### config.mk
export PLATFORM = sky130hd
export DESIGN_NAME = are_cell
export DESIGN_NICKNAME = d
export VERILOG_FILES = /design/src/design/are_pkg.sv /design/src/design/are_cell.sv
export SDC_FILE = /design/constraint.sdc
export NUM_CORES = 1
export LEC_CHECK = 0
export BUFFER_PORTS_ARGS = -buffer_cell sky130_fd_sc_hd__buf_2
export CORE_AREA = 8 8 165 167
export DETAILED_ROUTE_END_ITERATION = 7
export DIE_AREA = 0 0 173 175
export GPL_TIMING_DRIVEN = 0
export PLACE_DENSITY = 0.84
export SYNTH_ARGS = -nofsm -noshare
export SYNTH_HDL_FRONTEND = slang
export SYNTH_SLANG_ARGS = --single-unit
### constraint.sdc
create_clock -name clock -period 10.9 [get_ports clock]
set_input_delay 0.545 -clock clock [delete_from_list [all_inputs] [get_ports clock]]
set_output_delay 0.545 -clock clock [all_outputs]
set_load 0.02 [all_outputs]
### src/design/are_pkg.sv
// Shared types and constants for the ARP resolver engine.
// Used by are_cell and arp_resolver_engine_top; depends on nothing.
`default_nettype none
package are_pkg;

   localparam int CACHE_ENTRIES   = 16;
   localparam int PENDING_ENTRIES = 8;
   localparam int MAX_ENTRIES     = (CACHE_ENTRIES > PENDING_ENTRIES) ?
                                    CACHE_ENTRIES : PENDING_ENTRIES;
   localparam int IDX_W           = (MAX_ENTRIES > 1) ? $clog2(MAX_ENTRIES) : 1;

   localparam logic [1:0] CMD_FRAME    = 2'd0;
   localparam logic [1:0] CMD_OUTBOUND = 2'd1;
   localparam logic [1:0] CMD_TICK     = 2'd2;
   localparam logic [1:0] CMD_ANNOUNCE = 2'd3;

   localparam logic [2:0] ACT_NONE    = 3'd0;
   localparam logic [2:0] ACT_REJECT  = 3'd1;
   localparam logic [2:0] ACT_FORWARD = 3'd2;
   localparam logic [2:0] ACT_REQUEST = 3'd3;
   localparam logic [2:0] ACT_DROP    = 3'd4;
   localparam logic [2:0] ACT_REPLY   = 3'd5;
   localparam logic [2:0] ACT_RELEASE = 3'd6;

   localparam logic [1:0] REG_OWN_IP       = 2'd0;
   localparam logic [1:0] REG_OWN_MAC      = 2'd1;
   localparam logic [1:0] REG_CACHE_TO     = 2'd2;
   localparam logic [1:0] REG_PEND_TO      = 2'd3;

   localparam logic [47:0] MAC_BCAST = 48'hFFFF_FFFF_FFFF;

   // Search record that walks down a row of cells, one cell per cycle.
   typedef struct packed {
      logic             go;
      logic [31:0]      key;
      logic             hit;
      logic [IDX_W-1:0] hit_idx;
      logic             hit_live;
      logic [47:0]      hit_mac;
      logic             free;
      logic [IDX_W-1:0] free_idx;
      logic             exp;
      logic [IDX_W-1:0] exp_idx;
      logic [IDX_W-1:0] best_idx;
      logic [31:0]      best_age;
   } rec_type;

   // Update broadcast to every cell of a row.
   typedef struct packed {
      logic             en;
      logic             clr;
      logic             sweep;
      logic [IDX_W-1:0] idx;
      logic [31:0]      ip;
      logic [47:0]      mac;
      logic [31:0]      stamp;
   } wr_type;

endpackage
`default_nettype wire

### src/design/are_cell.sv
// One table entry of the ARP resolver: holds IP, MAC and stamp, and folds
// itself into the search record passing by. Depends on are_pkg.
`default_nettype none
module are_cell
   import are_pkg::*;
(
   input  wire logic             clock,
   input  wire logic             reset,
   input  wire logic [IDX_W-1:0] cell_idx,
   input  wire logic [31:0]      now_ticks,
   input  wire logic [15:0]      timeout,
   input  wire wr_type           wr,
   input  wire rec_type          rec_in,
   output rec_type               rec_out
);

   logic        valid_ff;
   logic [31:0] ip_ff;
   logic [47:0] mac_ff;
   logic [31:0] stamp_ff;
   rec_type     rec_out_ff;
   rec_type     rec_in_nx;
   logic [31:0] age;
   logic        live;
   logic        sel;

   assign age  = now_ticks - stamp_ff;
   assign live = valid_ff && (age <= {16'd0, timeout});
   assign sel  = (wr.idx == cell_idx);

   always_comb begin
      rec_in_nx = rec_in;
      if (!rec_in.hit && valid_ff && ip_ff == rec_in.key) begin
         rec_in_nx.hit      = 1'b1;
         rec_in_nx.hit_idx  = cell_idx;
         rec_in_nx.hit_live = live;
         rec_in_nx.hit_mac  = mac_ff;
      end
      if (!rec_in.free && !valid_ff) begin
         rec_in_nx.free     = 1'b1;
         rec_in_nx.free_idx = cell_idx;
      end
      if (!rec_in.exp && valid_ff && !live) begin
         rec_in_nx.exp     = 1'b1;
         rec_in_nx.exp_idx = cell_idx;
      end
      // Strictly older wins, so the lowest index keeps a tie.
      if (cell_idx == '0 || age > rec_in.best_age) begin
         rec_in_nx.best_idx = cell_idx;
         rec_in_nx.best_age = age;
      end
   end

   always_ff @(posedge clock) begin
      if (reset) begin
         valid_ff <= 1'b0;
      end else if (wr.en && sel) begin
         valid_ff <= 1'b1;
      end else if (wr.clr && sel) begin
         valid_ff <= 1'b0;
      end else if (wr.sweep && !live) begin
         valid_ff <= 1'b0;
      end
   end

   always_ff @(posedge clock) begin
      if (wr.en && sel) begin
         ip_ff    <= wr.ip;
         mac_ff   <= wr.mac;
         stamp_ff <= wr.stamp;
      end
   end

   always_ff @(posedge clock) begin
      if (reset) begin
         rec_out_ff <= '0;
      end else begin
         rec_out_ff <= rec_in_nx;
      end
   end

   assign rec_out = rec_out_ff;

endmodule
`default_nettype wire

**Word level (Yosys, flattened, before mapping)**

Index checks and enable logic that the tools add are counted.

- Bits in latches: 0
- Memory bits (read-only): 0
- Memories: 0
- Bits in writable memories: 0
- Input port bits: 306
- Register bits: 246

- Divide/modulo/power cells: 0
- Reduce and logical (&&, ||, !) cells: 17
- $lt $le $gt $ge: 2
- $mul: 0
- Equality and inequality tests: 2
- Add/sub/neg operators: 1
- Shift operators: 0
- Mux-type cells: 7
- Bitwise logic cells: 0

Operators with widths:

| kind | number |
|---|---|
| two-way mux 54 bit | 1 |
| two-way mux 36 bit | 1 |
| == test 32 bit | 1 |
| > comparator 32 bit | 1 |
| less-or-equal comparator 32 x 16 -> 1 bit | 1 |
| subtractor 32 bit | 1 |
| two-way mux 5 bit | 2 |
| logical AND 1 bit | 9 |
| logical NOT 1 bit | 5 |
| == test 4 bit | 1 |
| logical NOT 4 bit | 1 |
| two-way mux 1 bit | 3 |
| nonzero test 3 bit | 1 |
| logical OR 1 bit | 1 |

**Logic depth before layout (Yosys ltp)**

Gate-level depths: netlist (run 1).

- Depth after elaboration: 8
- Mapped depth: 24

**Worst setup path before layout (run 1)**

Ideal clock, no wire load.

- Path type: input -> register
- Start: input now_ticks[6]
- End: register rec_out_ff (netlist bit rec_out[36])
- Stages on the path: 19
- Data required time: 10768 ps
- Slack: 6062 ps
- Arrival time: 4706 ps
- Library setup time: 132 ps
- Buffers on the path: 0
- Path through: ha_1 a2111oi_0 a211o_1 a21oi_1 or3_1 and2_1 o21ai_0 nand2b_1 xor2_1 ha_1 nand4_1 or4_1 nor3_1 nor2_1 a2111o_1 a2111o_1 nor4_4 nor3b_2 mux2i_1

- Word-level cells in the longest chain between the ends: 6

Ends and longest elaborated chain:

| item | line | source |
|---|---|---|
| start: declaration | are_cell.sv:10 | `input wire logic [31:0] now_ticks,` |
| subtractor 32 bit | are_cell.sv:27 | `assign age = now_ticks - stamp_ff;` |
| less-or-equal comparator 32 x 16 -> 1 bit | are_cell.sv:28 | `assign live = valid_ff && (age <= {16'd0, timeout});` |
| logical AND 1 bit | are_cell.sv:28 |  |
| logical NOT 1 bit | are_cell.sv:43 | `if (!rec_in.exp && valid_ff && !live) begin` |
| logical AND 1 bit | are_cell.sv:43 |  |
| two-way mux 5 bit | are_cell.sv:43 |  |
| end signal: assignment | are_cell.sv:78 | `rec_out_ff <= rec_in_nx;` |
| end: declaration | are_cell.sv:21 | `rec_type rec_out_ff;` |

No other way between the ends.
A chain may end at the register's enable or synchronous reset.

**Worst setup path in the final report (run 1)**

- Start: register stamp_ff[6]
- End: register rec_out_ff (netlist bit rec_out[17])

- Word-level cells in the longest chain between the ends: 4

Ends and longest elaborated chain:

| item | line | source |
|---|---|---|
| start: declaration | are_cell.sv:20 | `logic [31:0] stamp_ff;` |
| start signal: assignment | are_cell.sv:70 | `stamp_ff <= wr.stamp;` |
| subtractor 32 bit (*) | are_cell.sv:27 |  |
| > comparator 32 bit | are_cell.sv:48 | `if (cell_idx == '0 \|\| age > rec_in.best_age) begin` |
| logical OR 1 bit | are_cell.sv:48 |  |
| two-way mux 36 bit (*) | are_cell.sv:48 |  |

Mark *: on every way between the ends. The rest lies on a longest branch, timed or not.

==> results.md, run 1 <==
* Top Layer Used: met5
* Crit path kind: reg -> reg
* Max H-tree Level at 1
* Commonest non-fill, non-tap cell in the layout: buf_2
* Final setup viols at 0
* RR Startpoint: stamp_ff[6]
* Iter 0 DRT Violations at 573
* Min Clock Period, post-route at 5.62 ns
* I/O Buffers at 437
* Max stage delay on crit path at 0.56 ns
* Routed wire per std cell at 21.5 µm
* Met3 WL post-DR at 4.06 mm
* Flop and latch count out of synthesis at about 250
* DRT antenna net count at 0
* RSZ-0062 raised after global routing: no
* Critical path origin: stamp_ff[6]
* Crit-path max FO at 10
* FF-to-FF End: rec_out[17]
* Arrival @ worst endpoint at between 6 and 7 ns
* Layout cells sized above 1 at 0.323
* GP Congestion at 0.950
* Worst path slowest cell: nor3_1
* Total grt overflow at 0
* First-pass GRT wire length at 60.5 mm
* Synth top area share at 0.290
* Synthesized instance count at 1080
* Die height at 175 µm
* Netlist Area Pre-Place at 11600 µm²
* Post-Place Cells at 1848
* Syn_area_per_cell at between 10 and 15 µm²
* Worst-margin pin slew at 0.987 ns
* Post-synth EDFFs at 112
* Clock latency on the worst-skew pair at ~0.55 ns
* Cell variety after synth at 62
* Hold Path Stages at 1
* Final hold violation count at 0
* Number of global-route vias before repair at 10665
* Leak pwr at 7.04 nW
* Syn_nets at around 1500
* Die Area at 30300 µm²
* Metal-1 WL at ~14 mm
* Total Routing Usage GR at 0.255
* Fin cells at 1910
* Residual DRC at 0
* Clock Sinks at between 200 and 250
* Hold_sp: wr[39]
* Max-slew violations at 0
* CTS buffer count at 27
* Startpoint types: register
* Most frequent cells in the layout: 443 x buf_2, 134 x dfxtp_1, 118 x nor2_1
* Fill count at between 2000 and 2500
* Worst hold path type: in -> reg
* Area of the core at approximately 25000 µm²
* Top_reg_cell synth: dfxtp_1
* CTS tree: done
* Vias/cell at 5.32
* Worst Reg-to-Reg Cells at 22
* Power Density at 167 nW/µm²
* Top cell type by total area after synthesis: edfxtp_1
* Final hold slack at 0.164 ns
* Post-CTS Setup Bufs at 0
* Asr flop ratio synth at 0
* Max-cap viol count at 0
* Outcome: completed
* CTS Hold Bufs at 0
* Seq/Total Area, Yosys at 0.521
* DR vias at 10165
* Fmax at 178 MHz
* DP Wirelength at between 30 and 40 mm
* Final WL at 41.1 mm
* Slew margin rel. at 0.342
* Resize count post-CTS at 0
* Setup_tns at 0 ns
* Clk root buf: clkbuf_16
* I/O pin cnt at 439
* Clock Tree Buf Depth at 3
* Initial antenna violation count at 22
* Row count at 58
* Initial Util at 0.470
* Worst Path Required at between 10 and 15 ns
* Crit share post-route at 0.516
* Worst VDD drop at 0.177 mV
* Min-Delay Endpoint: mac_ff[7]
* Largest net degree at the start of global routing at 64
* Synth top area cells: edfxtp_1 29%, dfxtp_1 23%, ha_1 8.4%
* Synth warn at 0
* Die width at 173 µm
* Setup crit end kind: register
* Met2 WL post-DR at between 20 and 25 mm
* R2R Setup Slk at between 5 and 6 ns
* Crit path cell chain: inv_1 -> ha_1 -> a2111oi_0 -> a211o_1 -> a21oi_1 -> or3_1 -> and2_1 -> o21ai_0 -> nand2b_1 -> xor2_1 -> ha_1 -> nand4_1 -> nor3_1 -> o21ai_0 -> a21oi_1 -> o22ai_1 -> nand4_1 -> o21a_1 -> buf_2 -> buf_2 -> mux2i_1 -> nor2_1
* Worst-path clk slew at roughly 0.07 ns
* Area grow syn2layout at 31.5%
* Final nets at 1932
* Clock skew after layout at 0.0152 ns
* DRT Pass-1 Iters at 5
[per-layer routing]
layer | vias up | track usage
li1 | 4758 | -
met1 | 4801 | 0.259
met2 | 480 | 0.473
met3 | 104 | 0.0917
met4 | 22 | 0.0967
met5 | - | 0
[worst max-delay path by stage]
stage	slack (ns)	depth (start not counted)	endpoint
after floorplan	6.06	19	rec_out[36]
after detailed placement	5.05	22	rec_out[17]
final	5.28	22	rec_out[17]
after global routing	4.85	20	rec_out[38]
after CTS	5.32	22	rec_out[17]
after global placement	5.15	22	rec_out[36]
[registers in the layout, indices dropped and copies added (netlist names)]
signal / cells
mac_ff: 48
stamp_ff: 32
valid_ff: 1
ip_ff: 32
rec_out: 133
[area by class of cell]
class | instances | area, µm² | area share
Sequential cell | 246 | 6050 | 0.396
Multi-Input combinational cell | 706 | 5060 | 0.332
Timing Repair Buffer | 438 | 2210 | 0.145
Clock buffer | 27 | 676 | 0.0443
Tap cell | 330 | 413 | 0.0271
Inverter | 89 | 337 | 0.0221
Clock inverter | 23 | 317 | 0.0208
Buffer | 39 | 155 | 0.0102
Antenna cell | 12 | 30.0 | 0.00197
[per-stage QoR]
step	setup slack [ns]	power (W)	instance area, µm²	utilization
3_3_place_gp	5.15	0.00153	14200	0.575
6_report	5.28	0.00255	15200	0.618
4_1_cts	5.32	0.00256	15200	0.617
2_1_floorplan	6.06	0.00135	11600	-
5_1_grt	4.85	0.00265	15200	0.618
3_5_place_dp	5.05	0.00154	14200	0.577
[worst max-delay path, delay by kind of cell (launching register included)]
family | cells | cell delay (ns)
DFF | 1 | 0.33
buffers and inverters | 3 | 0.69
xor gates and xnor gates | 1 | 0.19
adders and majority gates | 2 | 0.71
muxes | 1 | 0.31
AOI/OAI and AO/OA | 8 | 1.67
and+or+nand+nor | 7 | 1.57
[cell usage after synthesis (2+ instances only)]
library cell	count
o32ai_1	2
mux2i_1	92
xnor2_1	20
a311oi_1	3
o211ai_1	6
o31a_1	5
a2111o_1	2
a21oi_1	56
a221oi_1	3
ha_1	78
nand2_1	46
o21a_1	8
o21bai_1	4
a211oi_1	3
or3_1	2
or2_2	4
and2_1	3
nand2b_1	10
a211o_1	3
nand3_1	11
o31ai_1	2
o21ai_0	34
xor2_1	40
dfxtp_1	134
a2111oi_0	2
nand4_1	20
nor2b_1	45
or4_1	3
edfxtp_1	112
inv_1	89
and3_1	5
o221a_2	3
nor4_1	14
clkbuf_1	31
nor3_1	11
o221ai_1	2
a21o_1	22
a31oi_1	4
nor2_1	118
buf_2	6
[cells by family after synthesis]
kind of cell,synth area share
AOI/OAI and AO/OA,0.0976
buffers and inverters,0.0422
and+or+nand+nor,0.127
DFF,0.521
adders and majority gates,0.0859
muxes,0.0804
xor gates and xnor gates,0.0453
[power by group]
group / internal [W] / switching [W] / total, W / leakage (nW)
logic: 0.000198 / 0.000295 / 0.000493 / 4.43
clock network: 0.000623 / 0.000401 / 0.00102 / 0.483
registers: 0.00102 / 0.0000147 / 0.00103 / 2.13
total: 0.00184 / 0.000710 / 0.00255 / 7.04
(Power assumes the default switching activity.)
==> run 2: changes to the inputs <==
Settings changed: CORE_AREA 8 8 165 167 to 8 8 170 172, DIE_AREA 0 0 173 175 to 0 0 178 180, PLACE_DENSITY 0.84 to 0.82.
Clock period 10.9 ns to 5.15 ns, I/O delays scaled along.
==> results.md, run 2 (synthesized netlist as in run 1, its figures left out) <==
* Arrival @ worst endpoint at 5.46 ns (was 6.02 ns)
* DP Wirelength at 33.0 mm (was 32.6 mm)
* Fin cells at 2168 (was 1910)
* Clock skew after layout at 0.0219 ns (was 0.0152 ns)
* I/O Buffers at 437 (unchanged)
* Initial antenna violation count at 14 (was 22)
* Die Area at 32000 µm² (was 30300 µm²)
* Dpl ws at -0.468 ns (was 5.05 ns)
* Row count at 60 (was 58)
* CTS tree: done (unchanged)
* Total chip power at 0.00558 W (was 0.00255 W)
* Min Clock Period, post-route at 5.01 ns (was 5.62 ns)
* Hold_sp: rec_in[22] (was wr[39])
* Total grt overflow at 0 (unchanged)
* Worst Path Required at 5.59 ns (was 11.30 ns)
* Clock Sinks at 246 (unchanged)
* Final setup viols at 0 (unchanged)
* Area grow syn2layout at 54.7% (was 31.5%)
* Initial Util at 0.440 (was 0.470)
* Routed wire per std cell at 24.5 µm (was 21.5 µm)
* Number of global-route vias before repair at 12917 (was 10665)
* Largest net degree at the start of global routing at 70 (was 64)
* Die height at 180 µm (was 175 µm)
* Die width at 178 µm (was 173 µm)
* Crit path kind: reg -> reg (unchanged)
* DRT Pass-1 Iters at 5 (unchanged)
* Residual DRC at 0 (unchanged)
* Power Density at 311 nW/µm² (was 167 nW/µm²)
* Worst-margin pin slew at 1.14 ns (was 0.987 ns)
* Fill count at 1734 (was 2012)
* Clk pwr share at 0.370 (was 0.401)
* DR vias at 12054 (was 10165)
* I/O pin cnt at 439 (unchanged)
* Register area at 6050 µm² (unchanged)
* Max-slew violations at 0 (unchanged)
* Worst VDD drop at 0.336 mV (was 0.177 mV)
* Startpoint types: register (unchanged)
* CTS buffer count at 27 (unchanged)
* Worst-path clk slew at 0.07 ns (about the same)
* Max H-tree Level at 1 (unchanged)
* Outcome: completed (unchanged)
* Combinational power share at 0.236 (was 0.193)
* Slew margin rel. at 0.239 (was 0.342)
* Worst Setup Slack, final at 0.138 ns (was 5.28 ns)
* Commonest non-fill, non-tap cell in the layout: buf_2 (unchanged)
* GP Congestion at 0.926 (was 0.950)
* Crit share post-route at 0.973 (was 0.516)
* Final hold violation count at 0 (unchanged)
* Multi-input gate area at 5350 µm² (was 5060 µm²)
* Max-cap viol count at 0 (unchanged)
* RR Startpoint: stamp_ff[1] (was stamp_ff[6])
* Share of power burned in registers at 0.394 (was 0.405)
* Setup crit end kind: register (unchanged)
* Clk root buf: clkbuf_16 (unchanged)
* Critical path origin: stamp_ff[1] (was stamp_ff[6])
* Net Sw Power at 0.00169 W (was 0.000710 W)
* Iter 0 DRT Violations at 839 (was 573)
* Leak pwr at 8.09 nW (was 7.04 nW)
* Sw Ratio at 0.302 (was 0.278)
* Clock latency on the worst-skew pair at 0.57 ns (was 0.55 ns)
* Final WL at 53.1 mm (was 41.1 mm)
* Max reg flops at 133 (unchanged)
* Pint at 0.00389 W (was 0.00184 W)
* Final nets at 2178 (was 1932)
* First-pass GRT wire length at 76.8 mm (was 60.5 mm)
* Total Routing Usage GR at 0.313 (was 0.255)
* Area of the core at 26400 µm² (was 24700 µm²)
* Vias/cell at 5.56 (was 5.32)
* Most frequent cells in the layout: 439 x buf_2, 238 x dlygate4sd3_1, 134 x dfxtp_1 (was 443 x buf_2, 134 x dfxtp_1, 118 x nor2_1)
* Crit-path max FO at 10 (unchanged)
* Worst hold path type: in -> reg (unchanged)
* DRT antenna net count at 0 (unchanged)
* Layout cells sized above 1 at 0.302 (was 0.323)
* Post-Place Cells at 1859 (was 1848)
* Fmax at 200 MHz (was 178 MHz)
* Clock Tree Buf Depth at 3 (unchanged)
run 2: cell types whose count changed in the layout (fill, tap and decap cells not counted), sizes merged:
cell,change
clkinv,-6
clkbuf,+6
diode,+2
clkinvlp,+1
bufinv,-4
inv,+1
buf,+9
dlygate4sd3,+238
run 2: worst paths after layout:
path	slack [ns]	cells past startpoint	to
worst max-delay path	0.14	21	rec_out[17]
worst min-delay path	0.01	3	rec_out[22]
worst max register to register	0.14	21	rec_out[17]
worst min register to register	0.48	2	rec_out[93]
run 2: final cells by class:
cell class	instances	area share
flip-flops and latches	246	0.337
multi-input cells	706	0.298
repair buffers	685	0.260
clock buffers	34	0.0402
well taps	341	0.0238
inverters	89	0.0188
clock inverters	15	0.0100
plain buffers	38	0.00983
diodes	14	0.00195
run 2: layer usage:
layer,up-vias,GRT usage,wire length [µm]
li1,5244,-,-
met1,5605,0.314,17200
met2,897,0.551,26300
met3,304,0.0907,5340
met4,4,0.208,4240
met5,-,0,23
run 2: power groups by stage:
stage	Clock [W]	Combinational [W]	Sequential [W]
6_report	0.00206	0.00132	0.00220
5_1_grt	0.00214	0.00140	0.00221
4_1_cts	0.00200	0.00121	0.00219
3_5_place_dp	0	0.00104	0.00223
3_3_place_gp	0	0.00101	0.00223
2_1_floorplan	0	0.000527	0.00234
run 2: what timing repair did:
item                                    in CTS  in global routing
hold endpoints to repair                   236                  1
resized for setup                           20                 47
cloned                                       0                  0
hold buffers                               237                  1
setup buffers                                3                  6
pin swaps                                    5                 26
endpoints found under the setup margin      43                 38
run 2: per-stage QoR:
stage	TNS, ns	cell area [µm²]	hold WS [ns]	util
after floorplan	0	11600	0.356	-
after global placement	-7.69	14200	0.435	0.539
after detailed placement	-12.33	14200	0.436	0.540
after CTS	0	17600	0.00323	0.669
after global routing	-0.195	17900	0.00631	0.681
final	0	17900	0.0112	0.681
run 2: critical path, cell delays in order (launching register included):
cell and delay, ns:
edfxtp_1 0.40, inv_1 0.08, ha_1 0.22, nor2b_4 0.14, o31a_1 0.36, o311ai_4 0.38
a31oi_4 0.15, or2_4 0.29, a311oi_4 0.42, ha_4 0.27, a21o_1 0.17, a21o_1 0.16
a21o_1 0.16, a21o_1 0.17, a21o_1 0.20, a311oi_2 0.33, a41oi_1 0.11, o21a_1 0.23
buf_6 0.15, buf_6 0.17, mux2i_1 0.24, nor2_1 0.07
==> run 3: changes to the inputs <==
Settings changed: ABC_AREA from default to 1, CORE_AREA 8 8 170 172 to 8 8 172 174, DIE_AREA 0 0 178 180 to 0 0 180 182.
==> results.md, run 3 <==
* Outcome: completed (unchanged)
* Die Area at 32800 µm² (was 32000 µm²)
* Top Layer Used: met4 (was met5)
* Final hold slack at 0.0333 ns (was 0.0112 ns)
* Crit share post-route at 0.893 (was 0.973)
* Crit-path max FO at 10 (unchanged)
* Final core utilization at 0.659 (was 0.681)
* Initial Util at 0.446 (was 0.440)
* Final WL at 52.3 mm (was 53.1 mm)
* Arrival @ worst endpoint at 5.05 ns (was 5.46 ns)
* Most frequent cell after synthesis: nor2_1 (was dfxtp_1)
* Final hold violation count at 0 (unchanged)
* Asr flop ratio synth at 0 (unchanged)
* FF-to-FF End: rec_out[27] (was rec_out[17])
* DP Wirelength at 36.1 mm (was 33.0 mm)
* Total grt overflow at 0 (unchanged)
* RSZ-0062 raised after global routing: no
* Met3 WL post-DR at 4.92 mm (was 5.34 mm)
* Hold Path Stages at 3 (unchanged)
* I/O Buffers at 437 (unchanged)
* DR vias at 12974 (was 12054)
* Seq/Total Area, Yosys at 0.509 (was 0.521)
* Resize count post-CTS at 0 (was 20)
* Min Clock Period, post-route at 4.60 ns (was 5.01 ns)
* First-pass GRT wire length at 77.7 mm (was 76.8 mm)
* Crit path kind: reg -> reg (unchanged)
* Max-cap viol count at 0 (unchanged)
* Layout cells sized above 1 at 0.246 (was 0.302)
* DRT antenna net count at 0 (unchanged)
* Max H-tree Level at 1 (unchanged)
* Setup_tns at 0 ns (unchanged)
* Hold_sp: rec_in[96] (was rec_in[22])
* Fmax at 217 MHz (was 200 MHz)
* Met2 WL post-DR at 25.1 mm (was 26.3 mm)
* Clk root buf: clkbuf_16 (unchanged)
* GP Congestion at 0.970 (was 0.926)
* Top cell type by total area after synthesis: edfxtp_1 (unchanged)
* Residual DRC at 0 (unchanged)
* Worst-path clk slew at 0.06 ns (was 0.07 ns)
* Die width at 180 µm (was 178 µm)
* Area of the core at 26700 µm² (was 26400 µm²)
* Worst-margin pin slew at 0.865 ns (was 1.14 ns)
* Iter 0 DRT Violations at 1284 (was 839)
* Largest net degree at the start of global routing at 35 (was 70)
* Initial antenna violation count at 6 (was 14)
* Layout Cell Area excl Fill at 17600 µm² (was 17900 µm²)
* Startpoint types: register (unchanged)
* Clock Sinks at 246 (unchanged)
* Top_reg_cell synth: dfxtp_1 (unchanged)
* Worst hold path type: in -> reg (unchanged)
* Synth top cells by count: 259 x nor2_1, 212 x nand2_1, 207 x inv_1, 134 x dfxtp_1, 112 x edfxtp_1 (was 134 x dfxtp_1, 118 x nor2_1, 112 x edfxtp_1, 92 x mux2i_1, 89 x inv_1)
* Worst VDD drop at 0.286 mV (was 0.336 mV)
* Synthesized instance count at 1400 (was 1080)
* Total Routing Usage GR at 0.303 (was 0.313)
* Routed wire per std cell at 21.4 µm (was 24.5 µm)
* DRT Pass-1 Iters at 6 (was 5)
* RR Startpoint: stamp_ff[0] (was stamp_ff[1])
* Slew margin rel. at 0.422 (was 0.239)
* Area grow syn2layout at 47.8% (was 54.7%)
* I/O pin cnt at 439 (unchanged)
* Worst Path Required at 5.60 ns (was 5.59 ns)
* Commonest non-fill, non-tap cell in the layout: buf_2 (unchanged)
* Cell variety after synth at 44 (was 62)
* Row count at 60 (unchanged)
* Fin cells at 2445 (was 2168)
* Post-Place Cells at 2181 (was 1859)
* Syn_nets at 1785 (was 1465)
* Final nets at 2460 (was 2178)
* Syn_area_per_cell at 8.48 µm² (was 10.7 µm²)
* Metal-1 WL at 19.4 mm (was 17.2 mm)
* Final setup viols at 0 (unchanged)
* Number of global-route vias before repair at 13438 (was 12917)
* Max-slew violations at 0 (unchanged)
* Min-Delay Endpoint: rec_out[96] (was rec_out[22])
* Clock latency on the worst-skew pair at 0.54 ns (was 0.57 ns)
* R2R Setup Slk at 0.55 ns (was 0.14 ns)
* Die height at 182 µm (was 180 µm)
* Area of placed instances at 14600 µm² (was 14200 µm²)
* Vias/cell at 5.31 (was 5.56)
* Netlist Area Pre-Place at 11900 µm² (was 11600 µm²)
* Synth top area share at 0.283 (was 0.290)
* Power Density at 309 nW/µm² (was 311 nW/µm²)
* Most frequent cells in the layout: 445 x buf_2, 258 x nor2_1, 212 x nand2_1 (was 439 x buf_2, 238 x dlygate4sd3_1, 134 x dfxtp_1)
* CTS tree: done (unchanged)
* Clock skew after layout at 0.0244 ns (was 0.0219 ns)
* CTS buffer count at 26 (was 27)
* Synth warn at 0 (unchanged)
* Setup crit end kind: register (unchanged)
* Leak pwr at 8.74 nW (was 8.09 nW)
* Flop and latch count out of synthesis at 246 (unchanged)
* Clock Tree Buf Depth at 3 (unchanged)
* Max reg flops at 133 (unchanged)
* Synth top area cells: edfxtp_1 28%, dfxtp_1 23%, ha_1 8.2% (was edfxtp_1 29%, dfxtp_1 23%, ha_1 8.4%)
* Worst Reg-to-Reg Cells at 26 (was 21)
* Post-synth EDFFs at 112 (unchanged)
run 3: changes by cell type after synthesis, sizes merged, moves of 19 or more:
cell and change:
a21o -19, a21oi +32, inv +119, mux2i -92, nand2 +174, nand3 +50
nor2 +143, nor2b -45, o21ai +51
run 3: cell type report:
type	count	area [µm²]
multi-input cells	906	4850
diodes	10	25.0
flip-flops and latches	246	6050
well taps	341	427
clock inverters	14	154
clock buffers	33	738
fillers	2002	9090
plain buffers	40	210
inverters	208	781
repair buffers	647	4330
run 3: through the flow:
stage / total power [W] / setup slack [ns]
after global placement: 0.00325 / -0.845
final: 0.00543 / 0.552
after global routing: 0.00562 / 0.350
after detailed placement: 0.00328 / 0.770
after floorplan: 0.00287 / 1.25
after CTS: 0.00536 / 0.766
run 3: worst max-delay path by stage:
stage	slack, ns	endpoint	start
floorplan	1.25	ip_ff[0]	cell_idx[0]
global placement	-0.85	mac_ff[46]	cell_idx[3]
detailed placement	0.77	rec_out[31]	now_ticks[0]
CTS	0.77	rec_out[31]	stamp_ff[0]
global route	0.35	rec_out[27]	stamp_ff[0]
finish	0.55	rec_out[27]	stamp_ff[0]
run 3: worst max-delay path: stages (launching register included):
cell      delay [ns]
edfxtp_1        0.36
ha_1            0.22
fa_1            0.40
inv_1           0.13
nand3_1         0.08
nand2_1         0.10
nand2_1         0.06
o211ai_1        0.17
nand2_1         0.09
nand2_1         0.19
nand2_1         0.15
nand2_1         0.09
nand2_1         0.05
nand2_1         0.12
inv_1           0.08
ha_1            0.27
nand4_1         0.12
nor3_1          0.35
nand4_1         0.15
nor2_1          0.20
nand4_1         0.20
nand2_2         0.15
nand2_2         0.17
buf_4           0.25
nand2_1         0.09
nand2_1         0.07
nor2_1          0.18
run 3: logic make-up after synthesis:
group                    Yosys count  share of synthesized area
buffers and inverters            248                     0.0834
adder cells (fa/ha/maj)           79                     0.0838
AND/OR/NAND/NOR                  580                      0.200
flip-flops                       246                      0.509
XOR/XNOR                          37                     0.0273
AO/OA/AOI/OAI                    210                     0.0964
run 3: timing repair:
action	in CTS	in global routing
setup endpoints to repair	0	0
hold buffers	207	0
hold endpoints to repair	207	0
setup buffers	0	0
run 3: metal layers:
layer  vias up  global-route usage
li1       5903                   -
met3       201              0.0725
met2       897               0.525
met5         -                   0
met1      5973               0.344
met4         0               0.162
run 3: report_power, final:
group	total, W	internal [W]	leakage (nW)	switching [W]
sequential	0.00220	0.00216	2.13	0.0000417
combinational	0.00124	0.000496	6.18	0.000742
clock	0.00199	0.00116	0.436	0.000828
